--- src/line_rasterizer_defines.svh ---
// Assertion macros shared by the line rasterizer RTL.
`ifndef LINE_RASTERIZER_DEFINES_SVH
`define LINE_RASTERIZER_DEFINES_SVH

// Same-cycle implication, checked on every rising edge outside reset.
`define LR_ASSERT_NOW(label, clk, rst_n, ante, cons) \
	label: assert property (@(posedge clk) disable iff (!rst_n) (ante) |-> (cons)) \
		else $error("line rasterizer check failed");

// Next-cycle implication, checked on every rising edge outside reset.
`define LR_ASSERT_NEXT(label, clk, rst_n, ante, cons) \
	label: assert property (@(posedge clk) disable iff (!rst_n) (ante) |=> (cons)) \
		else $error("line rasterizer check failed");

`endif

--- src/lr_pkg.sv ---
// Shared types and constants of the line rasterizer.
`default_nettype none
package lr_pkg;

	localparam int unsigned SCREEN_WIDTH  = 160;
	localparam int unsigned SCREEN_HEIGHT = 128;

	localparam logic ACT_START   = 1'b0;
	localparam logic ACT_ADVANCE = 1'b1;

	typedef struct packed {
		logic        action;
		logic [7:0]  start_x;
		logic [7:0]  start_y;
		logic [7:0]  end_x;
		logic [7:0]  end_y;
		logic [15:0] colour;
	} lr_cmd_t;

	typedef struct packed {
		logic [7:0]  pixel_x;
		logic [7:0]  pixel_y;
		logic [15:0] pixel_colour;
		logic        on_screen;
		logic        last_pixel;
	} lr_pix_t;

	typedef struct packed {
		logic [7:0]        cur_col;
		logic [7:0]        cur_row;
		logic [7:0]        goal_col;
		logic [7:0]        goal_row;
		logic [8:0]        delta_col;
		logic [8:0]        delta_row;
		logic signed [9:0] error_term;
		logic              step_col_negative;
		logic              step_row_negative;
		logic [15:0]       line_colour;
		logic              busy;
	} lr_state_t;

endpackage
`default_nettype wire

--- src/lr_ifs.sv ---
// Valid/ready channel interfaces for line commands and pixels.
`default_nettype none
interface lr_cmd_if;
	logic        valid;
	logic        ready;
	logic        action;
	logic [7:0]  start_x;
	logic [7:0]  start_y;
	logic [7:0]  end_x;
	logic [7:0]  end_y;
	logic [15:0] colour;

	modport source (output valid, action, start_x, start_y, end_x, end_y, colour,
		input ready);
	modport sink (input valid, action, start_x, start_y, end_x, end_y, colour,
		output ready);
endinterface

interface lr_pix_if;
	logic        valid;
	logic        ready;
	logic [7:0]  pixel_x;
	logic [7:0]  pixel_y;
	logic [15:0] pixel_colour;
	logic        on_screen;
	logic        last_pixel;

	modport source (output valid, pixel_x, pixel_y, pixel_colour, on_screen, last_pixel,
		input ready);
	modport sink (input valid, pixel_x, pixel_y, pixel_colour, on_screen, last_pixel,
		output ready);
endinterface
`default_nettype wire

--- src/lr_step.sv ---
// One Bresenham step: next line state and emitted pixel for one command item.
`default_nettype none
module lr_step import lr_pkg::*; (
	input  wire lr_state_t st,
	input  wire lr_cmd_t   cmd,
	output lr_state_t      st_next,
	output lr_pix_t        pix,
	output logic           emit
);
	logic              neg_col;
	logic              neg_row;
	logic [7:0]        abs_col;
	logic [7:0]        abs_row;
	logic              at_goal;
	logic signed [11:0] e2;
	logic signed [11:0] dc_w;
	logic signed [11:0] dr_w;
	logic              move_col;
	logic              move_row;
	logic signed [11:0] err_w;

	always_comb begin
		neg_col = cmd.end_x < cmd.start_x;
		neg_row = cmd.end_y < cmd.start_y;
		abs_col = neg_col ? cmd.start_x - cmd.end_x : cmd.end_x - cmd.start_x;
		abs_row = neg_row ? cmd.start_y - cmd.end_y : cmd.end_y - cmd.start_y;

		at_goal = (st.cur_col == st.goal_col) && (st.cur_row == st.goal_row);
		e2 = {{1{st.error_term[9]}}, st.error_term, 1'b0};
		dc_w = signed'({3'b000, st.delta_col});
		dr_w = signed'({3'b000, st.delta_row});
		move_col = e2 > -dr_w;
		move_row = e2 < dc_w;
		err_w = {{2{st.error_term[9]}}, st.error_term};
		if (move_col)
			err_w = err_w - dr_w;
		if (move_row)
			err_w = err_w + dc_w;

		pix.pixel_x = st.cur_col;
		pix.pixel_y = st.cur_row;
		pix.pixel_colour = st.line_colour;
		pix.on_screen = ({1'b0, st.cur_col} < 9'(SCREEN_WIDTH))
			&& ({1'b0, st.cur_row} < 9'(SCREEN_HEIGHT));
		pix.last_pixel = at_goal;

		st_next = st;
		emit = 1'b0;
		if (cmd.action == ACT_START) begin
			st_next.cur_col = cmd.start_x;
			st_next.cur_row = cmd.start_y;
			st_next.goal_col = cmd.end_x;
			st_next.goal_row = cmd.end_y;
			st_next.step_col_negative = neg_col;
			st_next.step_row_negative = neg_row;
			st_next.delta_col = {1'b0, abs_col};
			st_next.delta_row = {1'b0, abs_row};
			st_next.error_term = signed'({2'b00, abs_col}) - signed'({2'b00, abs_row});
			st_next.line_colour = cmd.colour;
			st_next.busy = 1'b1;
		end else if (st.busy) begin
			emit = 1'b1;
			if (at_goal) begin
				st_next.busy = 1'b0;
			end else begin
				st_next.error_term = err_w[9:0];
				if (move_col)
					st_next.cur_col = st.step_col_negative ? st.cur_col - 8'd1
						: st.cur_col + 8'd1;
				if (move_row)
					st_next.cur_row = st.step_row_negative ? st.cur_row - 8'd1
						: st.cur_row + 8'd1;
			end
		end
	end
endmodule
`default_nettype wire

--- src/line_rasterizer.sv ---
// Line rasterizer top level: command channel in, pixel stream out.
// Walks a straight line between two 8-bit endpoints and hands out one pixel
// per advance item, from the first endpoint to the second, both included.
// A start item (action 0) loads endpoints and colour and produces nothing;
// each advance item (action 1) while a line is active produces one pixel
// with its colour, an on-screen flag (inside 160 x 128) and a last-pixel
// flag; after the last pixel the block goes idle and further advances are
// dropped without a result. A start during a line abandons it. The
// Bresenham step is one add/compare pass from the state registers into
// the pixel output register, so a new item is taken every cycle as long
// as the output register is free or being drained in the same cycle.
// Pixels off the screen are still emitted, never clamped.
`default_nettype none
`include "line_rasterizer_defines.svh"
module line_rasterizer import lr_pkg::*; (
	input wire       clk,
	input wire       arst_n,
	lr_cmd_if.sink   cmd,
	lr_pix_if.source pix
);
	lr_state_t st_q;
	lr_state_t st_next;
	lr_cmd_t   cmd_item;
	lr_pix_t   pix_calc;
	lr_pix_t   pix_q;
	logic      pix_valid_q;
	logic      emit;
	logic      cmd_fire;

	assign cmd_item = '{action: cmd.action, start_x: cmd.start_x, start_y: cmd.start_y,
		end_x: cmd.end_x, end_y: cmd.end_y, colour: cmd.colour};

	// Output register frees up when empty or when its pixel is taken now.
	assign cmd.ready = !pix_valid_q || pix.ready;
	assign cmd_fire = cmd.valid && cmd.ready;

	lr_step u_step (
		.st      (st_q),
		.cmd     (cmd_item),
		.st_next (st_next),
		.pix     (pix_calc),
		.emit    (emit)
	);

	always_ff @(posedge clk or negedge arst_n) begin
		if (!arst_n) begin
			st_q <= '0;
			pix_valid_q <= 1'b0;
		end else begin
			if (cmd_fire)
				st_q <= st_next;
			if (cmd_fire && emit)
				pix_valid_q <= 1'b1;
			else if (pix.ready)
				pix_valid_q <= 1'b0;
		end
	end

	// Pixel payload, no reset needed.
	always_ff @(posedge clk) begin
		if (cmd_fire && emit)
			pix_q <= pix_calc;
	end

	assign pix.valid = pix_valid_q;
	assign pix.pixel_x = pix_q.pixel_x;
	assign pix.pixel_y = pix_q.pixel_y;
	assign pix.pixel_colour = pix_q.pixel_colour;
	assign pix.on_screen = pix_q.on_screen;
	assign pix.last_pixel = pix_q.last_pixel;

	`LR_ASSERT_NEXT(a_start_busy, clk, arst_n, cmd_fire && cmd.action == ACT_START,
		st_q.busy)
	`LR_ASSERT_NEXT(a_adv_emits, clk, arst_n,
		cmd_fire && cmd.action == ACT_ADVANCE && st_q.busy, pix.valid)
	`LR_ASSERT_NEXT(a_last_idles, clk, arst_n,
		cmd_fire && cmd.action == ACT_ADVANCE && st_q.busy
		&& st_q.cur_col == st_q.goal_col && st_q.cur_row == st_q.goal_row,
		!st_q.busy && pix.last_pixel)
	`LR_ASSERT_NOW(a_idle_silent, clk, arst_n,
		cmd_fire && cmd.action == ACT_ADVANCE && !st_q.busy, !emit)
endmodule
`default_nettype wire

--- src/flat_wrapper.sv ---
// flat-port wrapper written by rule: the top's interface ports become plain ports
module line_rasterizer_flat import lr_pkg::*;
  (clk, arst_n, cmd_valid, cmd_action, cmd_start_x, cmd_start_y, cmd_end_x, cmd_end_y, cmd_colour, cmd_ready, pix_valid, pix_pixel_x, pix_pixel_y, pix_pixel_colour, pix_on_screen, pix_last_pixel, pix_ready);
  lr_cmd_if cmd_i ();
  lr_pix_if pix_i ();
  input wire clk;
  input wire arst_n;
  input wire logic [$bits(cmd_i.valid)-1:0] cmd_valid;
  input wire logic [$bits(cmd_i.action)-1:0] cmd_action;
  input wire logic [$bits(cmd_i.start_x)-1:0] cmd_start_x;
  input wire logic [$bits(cmd_i.start_y)-1:0] cmd_start_y;
  input wire logic [$bits(cmd_i.end_x)-1:0] cmd_end_x;
  input wire logic [$bits(cmd_i.end_y)-1:0] cmd_end_y;
  input wire logic [$bits(cmd_i.colour)-1:0] cmd_colour;
  output wire logic [$bits(cmd_i.ready)-1:0] cmd_ready;
  output wire logic [$bits(pix_i.valid)-1:0] pix_valid;
  output wire logic [$bits(pix_i.pixel_x)-1:0] pix_pixel_x;
  output wire logic [$bits(pix_i.pixel_y)-1:0] pix_pixel_y;
  output wire logic [$bits(pix_i.pixel_colour)-1:0] pix_pixel_colour;
  output wire logic [$bits(pix_i.on_screen)-1:0] pix_on_screen;
  output wire logic [$bits(pix_i.last_pixel)-1:0] pix_last_pixel;
  input wire logic [$bits(pix_i.ready)-1:0] pix_ready;
  assign cmd_i.valid = cmd_valid;
  assign cmd_i.action = cmd_action;
  assign cmd_i.start_x = cmd_start_x;
  assign cmd_i.start_y = cmd_start_y;
  assign cmd_i.end_x = cmd_end_x;
  assign cmd_i.end_y = cmd_end_y;
  assign cmd_i.colour = cmd_colour;
  assign cmd_ready = cmd_i.ready;
  assign pix_valid = pix_i.valid;
  assign pix_pixel_x = pix_i.pixel_x;
  assign pix_pixel_y = pix_i.pixel_y;
  assign pix_pixel_colour = pix_i.pixel_colour;
  assign pix_on_screen = pix_i.on_screen;
  assign pix_last_pixel = pix_i.last_pixel;
  assign pix_i.ready = pix_ready;
  line_rasterizer u_core (.clk(clk), .arst_n(arst_n), .cmd(cmd_i), .pix(pix_i));
endmodule
--- config.mk ---
export PLATFORM = sky130hd
export DESIGN_NAME = line_rasterizer_flat
export DESIGN_NICKNAME = d
export VERILOG_FILES = /design/src/lr_pkg.sv /design/src/lr_ifs.sv /design/src/lr_step.sv /design/src/line_rasterizer.sv /design/src/flat_wrapper.sv
export VERILOG_INCLUDE_DIRS = /design/src /design/src/src
export SDC_FILE = /design/constraint.sdc
export NUM_CORES = 1
export LEC_CHECK = 0
export ABC_AREA = 1
export BUFFER_PORTS_ARGS = -buffer_cell sky130_fd_sc_hd__buf_2
export CAP_MARGIN = 10
export CELL_PAD_IN_SITES_DETAIL_PLACEMENT = 0
export CELL_PAD_IN_SITES_GLOBAL_PLACEMENT = 1
export CORE_ASPECT_RATIO = 1.2
export CORE_MARGIN = 5
export CORE_UTILIZATION = 48
export DETAILED_ROUTE_END_ITERATION = 7
export GPL_ROUTABILITY_DRIVEN = 0
export PLACE_DENSITY = 0.9
export SKIP_CTS_REPAIR_TIMING = 1
export SYNTH_ARGS = -nofsm -noshare
export SYNTH_HDL_FRONTEND = slang
export SYNTH_SLANG_ARGS = --single-unit
--- constraint.sdc ---
create_clock -name clk -period 9.9 [get_ports clk]
set_input_delay 1.98 -clock clk [delete_from_list [all_inputs] [get_ports clk]]
set_output_delay 1.98 -clock clk [all_outputs]
set_load 0.02 [all_outputs]
Word level (Yosys, flattened, before mapping)
Index checks and enable logic that the tools add are counted.
{"block": "word_totals", "inputBits": 53, "elab_cells": 74, "regBits": 112}
{"block": "op_classes", "reduce_logical": 11, "bitwise_logic": 1, "n_lt_le_gt_ge": 6, "n_addsub": 12, "n_eq_ne": 6, "n_mux": 21}
{"operator": "$mux W10", "count": 5}
{"operator": "$mux W16", "count": 3}
{"operator": "$mux W8", "count": 6}
{"operator": "$sub A8 B8 Y8", "count": 4}
{"operator": "$add A8 B1 Y8 const B", "count": 2}
{"operator": "$eq A8 B8 Y1", "count": 2}
{"operator": "$lt A8 B8 Y1", "count": 2}
{"operator": "$lt A8 B8 Y1 const B", "count": 2}
{"operator": "$sub A8 B1 Y8 const B", "count": 2}
{"operator": "$gt A11 B12 Y1", "count": 1}
{"operator": "$neg A8 Y12", "count": 1}
{"operator": "$lt A11 B9 Y1", "count": 1}
{"operator": "$add A10 B9 Y10", "count": 1}
{"operator": "$sub A10 B9 Y10", "count": 1}
{"operator": "$sub A8 B8 Y9", "count": 1}
{"operator": "$reduce_and A4 Y1", "count": 2}
{"operator": "$mux W1", "count": 7}
{"operator": "$ne A2 B1 Y1 const B", "count": 3}
{"operator": "$logic_and A1 B1 Y1", "count": 4}
{"operator": "$reduce_and A3 Y1", "count": 1}
{"operator": "$ne A2 B2 Y1 const B", "count": 1}
{"operator": "$reduce_and A2 Y1", "count": 1}
{"operator": "$reduce_bool A2 Y1", "count": 1}
{"operator": "$logic_not A1 Y1", "count": 1}
{"operator": "other kinds (2)", "count": 2}

Logic depth before layout (Yosys ltp)
{"block": "depth", "word_depth": 8, "ltp_mapped": 33, "mapped_depth_nobuf": 33}

By module
Synthesis repeated with hierarchy kept, for this count alone.
{"block": "unflattened", "cells_unflattened": 1404, "hier_area_um2": 9934.5}
{"module": "lr_step", "cells_each": 1021, "area_per_inst_um2": 5730.5, "instances": 1}
{"module": "line_rasterizer", "cells_each": 383, "area_per_inst_um2": 4204.0, "instances": 1}

Worst setup path before layout
OpenSTA, ideal clock, no wires.
{"block": "synth_path", "kind": "input -> register", "from": "input port cmd_end_y[0]", "to": "register u_core.st_q[27] (netlist name)", "path_buffers": 0, "arrival_ps": 4760, "setup_slack_ps": 5063, "cell_stages": 22, "path_cell_list": "inv_1 -> ha_1 -> fa_1 -> or2_1 -> nand2_2 -> nand4_2 -> nand2_2 -> inv_2 -> nand2_1 -> nand2_1 -> fa_1 -> nand2_1 -> inv_1 -> o21ai_0 -> nand2_1 -> nand2_1 -> nand2_1 -> a21oi_1 -> nor2_1 -> o21ai_0 -> a21oi_1 -> a21oi_1"}
{"block": "synth_via", "elab_chain_len": 4, "word_cells_on_any_way": 6}
{"element": "from (decl)", "line": "flat_wrapper.sv:13", "rtl": "input wire logic [$bits(cmd_i.end_y)-1:0] cmd_end_y;"}
{"element": "$sub A8 B8 Y8 / $lt A8 B8 Y1 (equally long branches)", "line": "lr_step.sv:26, lr_step.sv:24"}
{"element": "$mux W8 *", "line": "lr_step.sv:26", "rtl": "abs_row = neg_row ? cmd.start_y - cmd.end_y : cmd.end_y - cmd.start_y;"}
{"element": "$sub A8 B8 Y9 *", "line": "lr_step.sv:58", "rtl": "st_next.error_term = signed'({2'b00, abs_col}) - signed'({2'b00, abs_row});"}
{"element": "$mux W10 *", "line": "lr_step.sv:49", "rtl": "if (cmd.action == ACT_START) begin"}
{"element": "to (signal assigned)", "line": "line_rasterizer.sv:51", "rtl": "st_q <= st_next;"}
{"element": "to (decl)", "line": "line_rasterizer.sv:21", "rtl": "lr_state_t st_q;"}
Every way passes the cells marked *; elsewhere a longest branch is shown, timed or not.
A chain may end at the register's enable or synchronous reset.

Final worst setup path
Ends and elaborated chain as after synthesis.

==> impl_results.md <==
* Clock transition at path regs at 0.09 ns
* Worst reg-to-reg path cell count at 25
* Fin crit share at 49.7%
* Initial core utilization at 48.6%
* Core area at 16,900 sq um
* Critical path launch point type: input pin
* Antenna cells at 0
* RSZ-0062 raised after global routing: false
* Util after Layout at 54.0%
* Max VDD drop at 0.000133 V
* Via/cell ratio at 5.15
* Clock Skew at 0.0159 ns
* Crit path time final at 4.92 ns
* Final wirelength at 20.0 mm
* Via Count at 6,747
* Leak at 0.00468 uW
* Worst Slack Setup Final at 4.98 ns
* Pwr dens at 277 nW/um^2
* Placed inst area at 8770 sq um
* Headroom to the max-slew limit at 24.6%
* Largest net degree at the start of global routing at 56
* Final setup fails at 0
* CP endpoint kind: flop
* Final setup TNS at 0 ns
* Critical Path RT at 10.21 ns
* CTS sink cnt at 112
* CTS tree: built
* Vias in the first global route at 6,759
* Number of synthesized flops with an enable pin at 34
* Origin of the worst setup path: cmd_end_y[0]
* Final instance area at 9090 sq um
* Maximum Capacitance Violations at 0
* Initial antenna violation count at 0
* Drt first pass iters at 5
* Share of layout cells above drive strength 1 at 14.3%
* Slew Limit Fails at 0
* Port Buf Inserts at 88
* Die width at 129 um
* I/O pins at 89
* Layout Nets at 1,237
* Post-synth cell types at 54
* Post-Syn Nets at 1,164
* Mapped Area at 8190 sq um
* CTS buffer count at 9
* Final hold viol count at 0
* Filler Cells Inserted at 1,641
* DPL Wire Length at 15.4 mm
* Total power at 2520 uW
* Status: complete, no violations
* First-pass GRT wire length at 33.5 mm
* Hold Path Class: flop to flop
* Seq/Total Area, Yosys at 36.3%
* Root Buffer Master: clkbuf_16
* Starting DRC count in detailed routing at 369
* GRT Overall Usage at 21.1%
* Worst R2R Start: u_core.st_q[30]
* RR Endpoint: u_core.st_q[25]
* Crit path to: u_core.st_q[27]
* Worst-margin pin slew at 1.13 ns
* Ys flop type: dfrtp_1
* Routed Antenna Nets at 0
* Biggest area consumer among synthesized cells: dfrtp_1
* Post-Syn Instances at 1,017
* CP Class: input pin to flop
* Number of synthesized register bits at 112
* Area grow syn2layout at 11.0%
* Crit-path max FO at 9
* CP arrival at 5.23 ns
* Ys Warns at 0
* Yosys top cell area share at 23.8%
* Fmax at 203 MHz
* Post-route DRC at 0
* Top post-synthesis cells by area: dfrtp_1 24%, ha_1 13%, edfxtp_1 12%, nand2_1 12%, inv_1 6.0%
* Wire per inst at 15.3 um
* CTS Buffer Depth at 2
* Grt ovf at 0
* R2R setup slack at 5.30 ns
* Fraction of registers with async set/reset at 69.6%
* Core Rows at 52
* Pre-CTS setup slack at 4.59 ns
* Post-Syn Area per Cell at 8.05 sq um
* Die Ht at 153 um
* DIE AREA at 19,800 sq um
* # H-tree levels at 3
* Skew-Pair Late Insertion Delay at 0.38 ns
## final cells by class
cell class	count	area [sq um]	area share, %
tap	216	270	2.97
multi-input combinational	735	4530	49.9
sequential	112	2970	32.7
clock inverter	7	91.3	1.00
timing repair buffer	91	465	5.12
clock buffer	9	225	2.48
inverter	141	532	5.85
## worst min path at each step
stage,start,end,slack (ns),cells past startpoint
floorplan,u_core.st_q[1],u_core.pix.pixel_colour[0],0.43,0
global placement,u_core.st_q[9],u_core.pix.pixel_colour[8],0.43,0
detailed placement,u_core.st_q[7],u_core.pix.pixel_colour[6],0.43,0
CTS,u_core.st_q[11],u_core.pix.pixel_colour[10],0.45,0
global route,u_core.st_q[11],u_core.pix.pixel_colour[10],0.46,0
finish,u_core.st_q[10],u_core.pix.pixel_colour[9],0.45,0
## through the flow
| stage | std cells | hold slack, ns |
|---|---|---|
| after floorplan | 1017 | 0.425 |
| after global placement | 1295 | 0.430 |
| after detailed placement | 1295 | 0.433 |
| after CTS | 1311 | 0.451 |
| after global routing | 1311 | 0.461 |
| final | 1311 | 0.451 |
## synthesized netlist by cell type, types with 11 or more instances
| cell type | n |
|---|---|
| a21oi_1 | 70 |
| clkbuf_1 | 15 |
| dfrtp_1 | 78 |
| edfxtp_1 | 34 |
| ha_1 | 85 |
| inv_1 | 131 |
| nand2_1 | 271 |
| nand3_1 | 26 |
| nand4_1 | 12 |
| nor2_1 | 51 |
| o211ai_1 | 11 |
| o21ai_0 | 62 |
| o21ai_1 | 13 |
| o21ai_2 | 11 |
| xnor2_1 | 21 |
| xor2_1 | 26 |
## kinds of logic after synthesis
logic type,synth area share [%]
AOI/OAI and AO/OA,14.5
xor gates and xnor gates,5.03
adders and majority gates,15.2
buffers and inverters,8.39
DFF,36.3
muxes,0.245
and+or+nand+nor,20.3
## state kept, by name, indices dropped and copies added, names as in the netlist
name and flops:
u_core.pix.on_screen 1, u_core.pix.pixel_x 8, u_core.st_q 77, u_core.pix.pixel_colour 16, u_core.pix.pixel_y 8, u_core.pix.last_pixel 1
u_core.pix.valid 1
## cells in the final DEF, fill, tap and decap left out, types with 8 or more instances in the layout
cell type	instances
nand3_1	26
xor2_1	26
nand4_1	12
nand2_1	271
o211ai_1	11
buf_2	87
inv_2	9
edfxtp_1	34
fa_1	9
ha_1	85
o21ai_1	13
xnor2_1	21
nand2_2	8
clkbuf_16	9
a21oi_1	70
o21ai_0	62
o21ai_2	11
nor2_1	50
dfrtp_1	78
inv_1	131
## metal layers
metal	GRT usage, %	vias up	part of all wire, %	routed length (um)
met5	0	-	0	0
met4	7.10	0	2.6	527
met3	3.32	35	2.9	584
met2	37.0	127	50	10000
met1	26.2	3111	44	8870
li1	-	3474	-	-
## power breakdown
part	switching [uW]	total, uW	internal, uW
clock network	205	390	185
logic	854	1400	547
registers	132	730	598
## worst max-delay path: stages
cell and delay (ns):
buf_2 0.09, inv_1 0.05, ha_1 0.22, fa_1 0.40
or2_1 0.27, nand2_2 0.08, nand4_2 0.08, nand2_2 0.18
inv_2 0.09, nand2_1 0.06, nand2_1 0.11, fa_1 0.45
nand2_1 0.07, inv_1 0.05, o21ai_0 0.14, nand2_1 0.11
nand2_1 0.07, nand2_1 0.05, a21oi_1 0.15, nor2_1 0.07
o21ai_0 0.17, a21oi_1 0.13, a21oi_1 0.18
Note: power is estimated with default switching activity, not from simulation.
